==> src/hw/rtl/pru_pkg.sv <==
`timescale 1ns / 1ps
// ----------------------------------------------------------------------------
// pru_pkg
// Shared widths, register map and the types passed between the front end,
// the job queue and the write generator of the pixel replication upscaler.
// ----------------------------------------------------------------------------
package pru_pkg;

	// Field and counter widths
	localparam int PIXEL_W    = 32;
	localparam int INDEX_BITS = 28;
	localparam int COUNT_W    = 12;
	localparam int LIMIT_W    = 13;
	localparam int PITCH_W    = 15;
	localparam int SHIFT_W    = 2;
	localparam int SCALED_W   = COUNT_W + 2;
	localparam int PROD_W     = SCALED_W + PITCH_W;
	localparam int ADDR_W     = 4;
	localparam int DATA_W     = 32;

	// Raster limits
	localparam int MAX_WIDTH  = 4096;
	localparam int MAX_HEIGHT = 4096;

	// Job queue between front and back
	localparam int Q_DEPTH = 4;
	localparam int Q_PTR_W = 2;
	localparam int Q_CNT_W = 3;

	// Register map, by word index
	typedef enum logic [1:0] {
		REG_SCALE  = 2'd0,
		REG_WIDTH  = 2'd1,
		REG_HEIGHT = 2'd2,
		REG_PITCH  = 2'd3
	} reg_idx_t;

	// Effective configuration, already clamped
	typedef struct packed {
		logic [SHIFT_W-1:0] shift;
		logic [LIMIT_W-1:0] width_lim;
		logic [LIMIT_W-1:0] height_lim;
		logic [PITCH_W-1:0] pitch;
	} cfg_t;

	// One pixel's replication job
	typedef struct packed {
		logic [PIXEL_W-1:0]    pixel;
		logic [INDEX_BITS-1:0] row_base;
		logic [SCALED_W-1:0]   col_base;
		logic [SHIFT_W-1:0]    shift;
		logic                  frame_wrap;
	} job_t;

	// Clamp a raster limit: zero reads as one, large values saturate
	function automatic logic [LIMIT_W-1:0] clamp_limit(
		input logic [LIMIT_W-1:0] v,
		input logic [LIMIT_W-1:0] maxv
	);
		logic [LIMIT_W-1:0] r;
		if (v == '0) begin
			r = LIMIT_W'(1);
		end else if (v > maxv) begin
			r = maxv;
		end else begin
			r = v;
		end
		return r;
	endfunction

endpackage

==> src/hw/rtl/pixel_replication_upscaler.sv <==
`timescale 1ns / 1ps
// ----------------------------------------------------------------------------
// pixel_replication_upscaler
// Nearest-neighbor integer upscaler: each source pixel becomes an s-by-s block
// of screen writes (s = 1, 2 or 4), with APB control registers.
//
//   channel   handshake                 payload
//   source    src_valid / src_ready     source_pixel
//   dest      dst_valid / dst_ready     dest_index, dest_pixel, last_of_run,
//                                       frame_end
//   control   APB psel/penable/pready   paddr, pwdata, prdata
//
// The write generator emits one word per cycle unless the dest port stalls,
// so a pixel costs s*s writes (1, 4 or 16); the front end takes a pixel per
// cycle unless the queue is full. Each job passes two front stages, the
// queue, job and output registers; the four-deep queue decouples both
// sides. A stalled dest port holds the output word and backs up the queue.
// Reset clears counters and control state; no clearing pass is needed.
// ----------------------------------------------------------------------------
module pixel_replication_upscaler
	import pru_pkg::*;
(
	input  logic                  clk,
	input  logic                  arst_n,
	input  logic                  psel,
	input  logic                  penable,
	input  logic                  pwrite,
	input  logic [ADDR_W-1:0]     paddr,
	input  logic [DATA_W-1:0]     pwdata,
	output logic [DATA_W-1:0]     prdata,
	output logic                  pready,
	input  logic                  src_valid,
	output logic                  src_ready,
	input  logic [PIXEL_W-1:0]    source_pixel,
	output logic                  dst_valid,
	input  logic                  dst_ready,
	output logic [INDEX_BITS-1:0] dest_index,
	output logic [PIXEL_W-1:0]    dest_pixel,
	output logic                  last_of_run,
	output logic                  frame_end
);

	logic [SHIFT_W-1:0] scale_q;
	logic [LIMIT_W-1:0] width_q, height_q;
	logic [PITCH_W-1:0] pitch_q;

	reg_idx_t reg_sel;
	logic     wr_en;
	cfg_t     cfg;

	logic push, q_full, pop, head_valid;
	job_t push_job, head_job;

	assign reg_sel = reg_idx_t'(paddr[3:2]);
	assign wr_en   = psel && penable && pwrite;
	assign pready  = 1'b1;

	// Register writes
	always_ff @(posedge clk or negedge arst_n) begin
		if (!arst_n) begin
			scale_q  <= '0;
			width_q  <= LIMIT_W'(1);
			height_q <= LIMIT_W'(1);
			pitch_q  <= PITCH_W'(1);
		end else if (wr_en) begin
			case (reg_sel)
				REG_SCALE:  scale_q  <= pwdata[SHIFT_W-1:0];
				REG_WIDTH:  width_q  <= pwdata[LIMIT_W-1:0];
				REG_HEIGHT: height_q <= pwdata[LIMIT_W-1:0];
				REG_PITCH:  pitch_q  <= pwdata[PITCH_W-1:0];
				default: ;
			endcase
		end
	end

	// Register readback
	always_comb begin
		case (reg_sel)
			REG_SCALE:  prdata = DATA_W'(scale_q);
			REG_WIDTH:  prdata = DATA_W'(width_q);
			REG_HEIGHT: prdata = DATA_W'(height_q);
			REG_PITCH:  prdata = DATA_W'(pitch_q);
			default:    prdata = '0;
		endcase
	end

	// Effective settings: shift three acts as quadruple
	assign cfg.shift      = scale_q[1] ? 2'd2 : scale_q;
	assign cfg.width_lim  = clamp_limit(width_q, LIMIT_W'(MAX_WIDTH));
	assign cfg.height_lim = clamp_limit(height_q, LIMIT_W'(MAX_HEIGHT));
	assign cfg.pitch      = pitch_q;

	pru_front u_front (
		.clk          (clk),
		.arst_n       (arst_n),
		.cfg          (cfg),
		.src_valid    (src_valid),
		.src_ready    (src_ready),
		.source_pixel (source_pixel),
		.push         (push),
		.push_job     (push_job),
		.q_full       (q_full)
	);

	pru_queue u_queue (
		.clk        (clk),
		.arst_n     (arst_n),
		.push       (push),
		.push_job   (push_job),
		.full       (q_full),
		.pop        (pop),
		.head_valid (head_valid),
		.head_job   (head_job)
	);

	pru_back u_back (
		.clk         (clk),
		.arst_n      (arst_n),
		.pitch       (pitch_q),
		.head_valid  (head_valid),
		.head_job    (head_job),
		.pop         (pop),
		.dst_valid   (dst_valid),
		.dst_ready   (dst_ready),
		.dest_index  (dest_index),
		.dest_pixel  (dest_pixel),
		.last_of_run (last_of_run),
		.frame_end   (frame_end)
	);

endmodule

==> src/hw/rtl/pru_front.sv <==
`timescale 1ns / 1ps
// ----------------------------------------------------------------------------
// pru_front
// Accepts source pixels, tracks the raster position and computes the screen
// row base of each pixel's block in a two-stage pipe feeding the job queue.
// ----------------------------------------------------------------------------
module pru_front
	import pru_pkg::*;
(
	input  logic               clk,
	input  logic               arst_n,
	input  cfg_t               cfg,
	input  logic               src_valid,
	output logic               src_ready,
	input  logic [PIXEL_W-1:0] source_pixel,
	output logic               push,
	output job_t               push_job,
	input  logic               q_full
);

	logic [COUNT_W-1:0]  col_q, row_q;
	logic                v_s1, v_s2;
	logic [PIXEL_W-1:0]  pixel_s1;
	logic [SCALED_W-1:0] row_scaled_s1, col_base_s1;
	logic [SHIFT_W-1:0]  shift_s1;
	logic                fwrap_s1;
	job_t                job_s2;

	logic                accept, adv_s1, adv_s2;
	logic [LIMIT_W-1:0]  col_inc, row_inc;
	logic                row_wrap, frame_wrap;
	logic [PROD_W-1:0]   product;

	// Stall control, back to front
	assign adv_s2    = v_s2 && !q_full;
	assign adv_s1    = v_s1 && (!v_s2 || adv_s2);
	assign src_ready = !v_s1 || adv_s1;
	assign accept    = src_valid && src_ready;

	// Raster position of this pixel
	assign col_inc    = {1'b0, col_q} + LIMIT_W'(1);
	assign row_inc    = {1'b0, row_q} + LIMIT_W'(1);
	assign row_wrap   = col_inc >= cfg.width_lim;
	assign frame_wrap = row_wrap && (row_inc >= cfg.height_lim);

	// Row base of the block, truncated to the index width
	assign product = PROD_W'(row_scaled_s1) * PROD_W'(cfg.pitch);

	// Advance raster counters on every accepted word
	always_ff @(posedge clk or negedge arst_n) begin
		if (!arst_n) begin
			col_q <= '0;
			row_q <= '0;
		end else if (accept) begin
			if (row_wrap) begin
				col_q <= '0;
				if (frame_wrap) begin
					row_q <= '0;
				end else begin
					row_q <= row_inc[COUNT_W-1:0];
				end
			end else begin
				col_q <= col_inc[COUNT_W-1:0];
			end
		end
	end

	// Pipe valid bits
	always_ff @(posedge clk or negedge arst_n) begin
		if (!arst_n) begin
			v_s1 <= 1'b0;
			v_s2 <= 1'b0;
		end else begin
			if (src_ready) begin
				v_s1 <= src_valid;
			end
			if (!v_s2 || adv_s2) begin
				v_s2 <= adv_s1;
			end
		end
	end

	// Stage 1: scaled row and column
	always_ff @(posedge clk) begin
		if (accept) begin
			pixel_s1      <= source_pixel;
			row_scaled_s1 <= SCALED_W'(row_q) << cfg.shift;
			col_base_s1   <= SCALED_W'(col_q) << cfg.shift;
			shift_s1      <= cfg.shift;
			fwrap_s1      <= frame_wrap;
		end
	end

	// Stage 2: finished job
	always_ff @(posedge clk) begin
		if (adv_s1) begin
			job_s2.pixel      <= pixel_s1;
			job_s2.row_base   <= product[INDEX_BITS-1:0];
			job_s2.col_base   <= col_base_s1;
			job_s2.shift      <= shift_s1;
			job_s2.frame_wrap <= fwrap_s1;
		end
	end

	assign push     = adv_s2;
	assign push_job = job_s2;

	ap_no_push_full: assert property (@(posedge clk) disable iff (!arst_n)
		push |-> !q_full)
		else $error("job pushed into a full queue");

endmodule

==> src/hw/rtl/pru_queue.sv <==
`timescale 1ns / 1ps
// ----------------------------------------------------------------------------
// pru_queue
// Small job queue that lets the front end run ahead of the write generator.
// ----------------------------------------------------------------------------
module pru_queue
	import pru_pkg::*;
(
	input  logic clk,
	input  logic arst_n,
	input  logic push,
	input  job_t push_job,
	output logic full,
	input  logic pop,
	output logic head_valid,
	output job_t head_job
);

	job_t               mem_q [Q_DEPTH];
	logic [Q_PTR_W-1:0] wr_ptr_q, rd_ptr_q;
	logic [Q_CNT_W-1:0] count_q;

	assign full       = count_q == Q_CNT_W'(Q_DEPTH);
	assign head_valid = count_q != '0;
	assign head_job   = mem_q[rd_ptr_q];

	// Store pushed jobs
	always_ff @(posedge clk) begin
		if (push) begin
			mem_q[wr_ptr_q] <= push_job;
		end
	end

	// Move pointers and fill level
	always_ff @(posedge clk or negedge arst_n) begin
		if (!arst_n) begin
			wr_ptr_q <= '0;
			rd_ptr_q <= '0;
			count_q  <= '0;
		end else begin
			if (push) begin
				wr_ptr_q <= wr_ptr_q + Q_PTR_W'(1);
			end
			if (pop) begin
				rd_ptr_q <= rd_ptr_q + Q_PTR_W'(1);
			end
			if (push && !pop) begin
				count_q <= count_q + Q_CNT_W'(1);
			end else if (pop && !push) begin
				count_q <= count_q - Q_CNT_W'(1);
			end
		end
	end

	ap_no_pop_empty: assert property (@(posedge clk) disable iff (!arst_n)
		pop |-> head_valid)
		else $error("pop from an empty queue");

	ap_level: assert property (@(posedge clk) disable iff (!arst_n)
		count_q <= Q_CNT_W'(Q_DEPTH))
		else $error("queue level beyond depth");

endmodule

==> src/hw/rtl/pru_back.sv <==
`timescale 1ns / 1ps
// ----------------------------------------------------------------------------
// pru_back
// Write generator: walks the s-by-s block of one job, row outer and column
// inner, one write per cycle to a registered output word unless dest stalls.
// ----------------------------------------------------------------------------
module pru_back
	import pru_pkg::*;
(
	input  logic                  clk,
	input  logic                  arst_n,
	input  logic [PITCH_W-1:0]    pitch,
	input  logic                  head_valid,
	input  job_t                  head_job,
	output logic                  pop,
	output logic                  dst_valid,
	input  logic                  dst_ready,
	output logic [INDEX_BITS-1:0] dest_index,
	output logic [PIXEL_W-1:0]    dest_pixel,
	output logic                  last_of_run,
	output logic                  frame_end
);

	logic                  active_q;
	logic [PIXEL_W-1:0]    pixel_q;
	logic [INDEX_BITS-1:0] start_q;
	logic [1:0]            c_q, r_q, mask_q;
	logic                  fwrap_q;

	logic                  out_v_q;
	logic [INDEX_BITS-1:0] idx_q;
	logic [PIXEL_W-1:0]    pix_q;
	logic                  last_q, fend_q;

	logic                  emit, last, row_end;

	assign emit    = active_q && (!out_v_q || dst_ready);
	assign row_end = c_q == mask_q;
	assign last    = row_end && (r_q == mask_q);
	assign pop     = head_valid && (!active_q || (emit && last));

	// Walk the block
	always_ff @(posedge clk or negedge arst_n) begin
		if (!arst_n) begin
			active_q <= 1'b0;
		end else if (pop) begin
			active_q <= 1'b1;
		end else if (emit && last) begin
			active_q <= 1'b0;
		end
	end

	// Load a job or step to the next write
	always_ff @(posedge clk) begin
		if (pop) begin
			pixel_q <= head_job.pixel;
			start_q <= head_job.row_base + INDEX_BITS'(head_job.col_base);
			mask_q  <= {head_job.shift[1], head_job.shift[1] | head_job.shift[0]};
			fwrap_q <= head_job.frame_wrap;
			c_q     <= '0;
			r_q     <= '0;
		end else if (emit) begin
			if (row_end) begin
				c_q     <= '0;
				r_q     <= r_q + 2'd1;
				start_q <= start_q + INDEX_BITS'(pitch);
			end else begin
				c_q <= c_q + 2'd1;
			end
		end
	end

	// Hold the output word until taken
	always_ff @(posedge clk or negedge arst_n) begin
		if (!arst_n) begin
			out_v_q <= 1'b0;
		end else if (emit) begin
			out_v_q <= 1'b1;
		end else if (dst_ready) begin
			out_v_q <= 1'b0;
		end
	end

	always_ff @(posedge clk) begin
		if (emit) begin
			idx_q  <= start_q + INDEX_BITS'(c_q);
			pix_q  <= pixel_q;
			last_q <= last;
			fend_q <= last && fwrap_q;
		end
	end

	assign dst_valid   = out_v_q;
	assign dest_index  = idx_q;
	assign dest_pixel  = pix_q;
	assign last_of_run = last_q;
	assign frame_end   = fend_q;

	ap_fend_last: assert property (@(posedge clk) disable iff (!arst_n)
		out_v_q && fend_q |-> last_q)
		else $error("frame end without end of run");

	ap_col_range: assert property (@(posedge clk) disable iff (!arst_n)
		active_q |-> ((c_q & ~mask_q) == 2'd0) && ((r_q & ~mask_q) == 2'd0))
		else $error("block position beyond replication factor");

	ap_pop_done: assert property (@(posedge clk) disable iff (!arst_n)
		pop && active_q |-> emit && last)
		else $error("job loaded over a running block");

endmodule

==> config.mk <==
export PLATFORM = sky130hd
export DESIGN_NAME = pixel_replication_upscaler
export DESIGN_NICKNAME = d
export VERILOG_FILES = /design/src/hw/rtl/pru_pkg.sv /design/src/hw/rtl/pixel_replication_upscaler.sv /design/src/hw/rtl/pru_front.sv /design/src/hw/rtl/pru_queue.sv /design/src/hw/rtl/pru_back.sv
export SDC_FILE = /design/constraint.sdc
export NUM_CORES = 1
export LEC_CHECK = 0
export ABC_AREA = 1
export ABC_CLOCK_PERIOD_IN_PS = 8600
export BUFFER_PORTS_ARGS = -buffer_cell sky130_fd_sc_hd__buf_2
export CAP_MARGIN = 5
export CORE_MARGIN = 8
export CORE_UTILIZATION = 60
export DETAILED_ROUTE_END_ITERATION = 6
export PLACE_DENSITY_LB_ADDON = 0.15
export SLEW_MARGIN = 40
export SYNTH_ARGS = -nofsm -noshare
export SYNTH_HDL_FRONTEND = slang
export SYNTH_HIERARCHICAL = 1
export SYNTH_SLANG_ARGS = --single-unit
==> constraint.sdc <==
create_clock -name clk -period 8.6 [get_ports clk]
set_input_delay 2.58 -clock clk [delete_from_list [all_inputs] [get_ports clk]]
set_output_delay 2.58 -clock clk [all_outputs]
set_load 0.1 [all_outputs]
==> impl_metrics.tcl <==
set metrics [dict create \
    status "finished clean" \
    cap_viol_max_count 0 \
    drc 0 \
    globalplace.congestion 0.922 \
    wl_per_cell_um 16.8 \
    synthXorXnorAreaFrac_pct 2.16 \
    dr.pass1.iters 6 \
    grt_max_degree 212 \
    start_util_pct 60.2 \
    synth_largest_area_cell "edfxtp_1" \
    ys_top_cells_by_count "nand2_1, inv_1, edfxtp_1, nor2_1, fa_1" \
    cts_sinks 655 \
    clk_latency_ps 630 \
    synth_top_family_by_area "simple AND/OR/NAND/NOR gates" \
    rows 92 \
    fmax_mhz 157 \
    relSlewSlack_pct 43.2 \
    ys_seq_area_share_pct 51.1 \
    grt_setup_unrepaired "no" \
    synth_most_common_cell "nand2_1" \
    cts-resized-gates 0 \
    grt_antenna_before_repair 1 \
    period_minus_slack_ps 6350 \
    multi_input_area_um2 14800 \
    htreeDepth 3 \
    numCtsBuffers 69 \
    crit_path_end_kind "output port" \
    grt_usage_pct 23.3 \
    dp_hpwl_um 58000 \
    via_count 25709 \
    cts.clk_slew.worst_paths_ps 60 \
    slew_violations 0 \
    synth_area_leaders "edfxtp_1, nand2_1, fa_1" \
    core_um2 62500 \
    ios 172 \
    worstSetupPathType "input pin to output port" \
    worst_ep_arrival_time_ps 3770 \
    area_growth_pct 9.34 \
    skew_ps 42.5 \
    ant_nets 0 \
    worstMarginPinSlew_ps 849 \
    post_cts_buffers 0 \
    via_per_inst 5.27 \
    ys_ff_latch 655 \
    grt_pass1_wl_um 131000 \
    tns_ps 0 \
    muxShareOfSynthArea_pct 0.399 \
    synth_edf_count 573 \
    ys_warn_count 6 \
    synthArstFlopShare_pct 11.9 \
    synth-simple-area-share_pct 16.7 \
    synth_fa_ha_area_share_pct 13.4 \
    clock_path_buffers 3 \
    synth.avg_cell_area_um2 9.73 \
    io_buffers 134 \
    regArea_um2 19300 \
    fillers 4846 \
    synth_cells 3868 \
    cts_root_buf "clkbuf_16" \
    die_area_um2 71000 \
    min_period_over_period_pct 73.9 \
    synth-compound-area-share_pct 6.34 \
    die_x_um 266 \
    critPathMaxFanout 13 \
    routed_wirelength_um 82100 \
    post-synth-top-area-fraction_pct 45.7 \
    syn_area_um2 37600 \
    worstSetupStartpointType "input pin" \
    required_ps 6020 \
    grt_pass1_vias 25309 \
    hold_viol 0 \
    yosys_most_used_dff "edfxtp_1" \
    drt_iter0_markers 1529 \
    synth.distinct_cells 51 \
    drive_gt1_share_pct 8.93 \
    cts_hold_buf 0 \
    finalSetupViolCount 0 \
    die_h_um 266 \
    nNetsFinal 4363 \
    grt-ovfl-total 0 \
    worstHoldPathType "register to register" \
    cts_tree "built" \
]
==> flip-flops by register name, indices dropped and copies added, names as in the netlist, 14 cells and up <==
register and count:
u_queue/mem_q 308, u_back/pixel_q 32, u_front/row_scaled_s1 14, u_front/col_base_s1 14
u_back/dest_pixel 32, u_front/push_job 77, u_back/dest_index 28, pitch_q 15
u_back/start_q 28, u_front/pixel_s1 32
==> metal layers <==
metal,track usage [%],wire length [µm],vias to the layer above
met2,39.6,40000,742
met4,7.66,2340,2
met1,30.5,34500,12252
met5,0,13,-
met3,3.74,5160,141
li1,-,-,12572
==> cells by family after synthesis <==
kind of cell / count (synthesis)
AOI/OAI and AO/OA: 359
xor gates and xnor gates: 93
adders and majority gates: 309
buffers and inverters: 918
DFF: 655
muxes: 15
other: 2
and+or+nand+nor: 1517
==> per-stage QoR <==
| stage | cell area (µm²) | utilization (%) | setup slack [ps] | std cells | hold slack, ps |
|---|---|---|---|---|---|
| 2_1_floorplan | 37700 | - | 1640 | 3884 | 400 |
| 3_3_place_gp | 38800 | 62.2 | 2230 | 4750 | 401 |
| 3_5_place_dp | 38900 | 62.3 | 2260 | 4752 | 405 |
| 4_1_cts | 41100 | 65.7 | 2250 | 4874 | 418 |
| 5_1_grt | 41100 | 65.8 | 2100 | 4876 | 423 |
| 6_report | 41100 | 65.8 | 2250 | 4877 | 410 |
==> worst max-delay path, stage by stage <==
cell and delay [ps]:
buf_2 120, inv_1 100, nor2_4 260, inv_1 100, o221ai_1 150, buf_2 460
==> layout make-up <==
cell class	count	area share (%)
antenna	1	0.00608
tap	846	2.57
clock buffer	78	4.30
inverter	784	7.18
multi-input combinational	2311	35.9
clock inverter	44	0.979
timing repair buffer	158	2.29
sequential	655	46.8
==> worst paths after layout <==
check,from,end,slack (ps),cells after the start
worst max-delay path,paddr[2],prdata[2],2250,6
worst min-delay path,u_front/pixel_s1[14],u_front/push_job[59],410,0
worst max register to register,pitch_q[8],u_front/push_job[43],2880,18
worst min register to register,u_front/pixel_s1[14],u_front/push_job[59],410,0
max in group asynchronous,arst_n,u_queue/rd_ptr_q[0],5830,2
min in group asynchronous,arst_n,u_back/dst_valid,1790,1
==> layout by cell type (no fill, tap or decap), types with 49 or more instances in the layout <==
| cell | instances |
|---|---|
| o211ai_1 | 155 |
| edfxtp_1 | 573 |
| nor2_1 | 155 |
| nand4_1 | 49 |
| clkbuf_16 | 69 |
| inv_1 | 773 |
| nand3_1 | 133 |
| a21oi_1 | 56 |
| o21ai_0 | 63 |
| xor2_1 | 76 |
| fa_1 | 156 |
| nand2_1 | 1091 |
| buf_2 | 133 |
| ha_1 | 153 |
| dfrtp_1 | 68 |
Power is not shown: default switching activity piles up to over one toggle a cycle in this logic, so the estimate is an artifact.
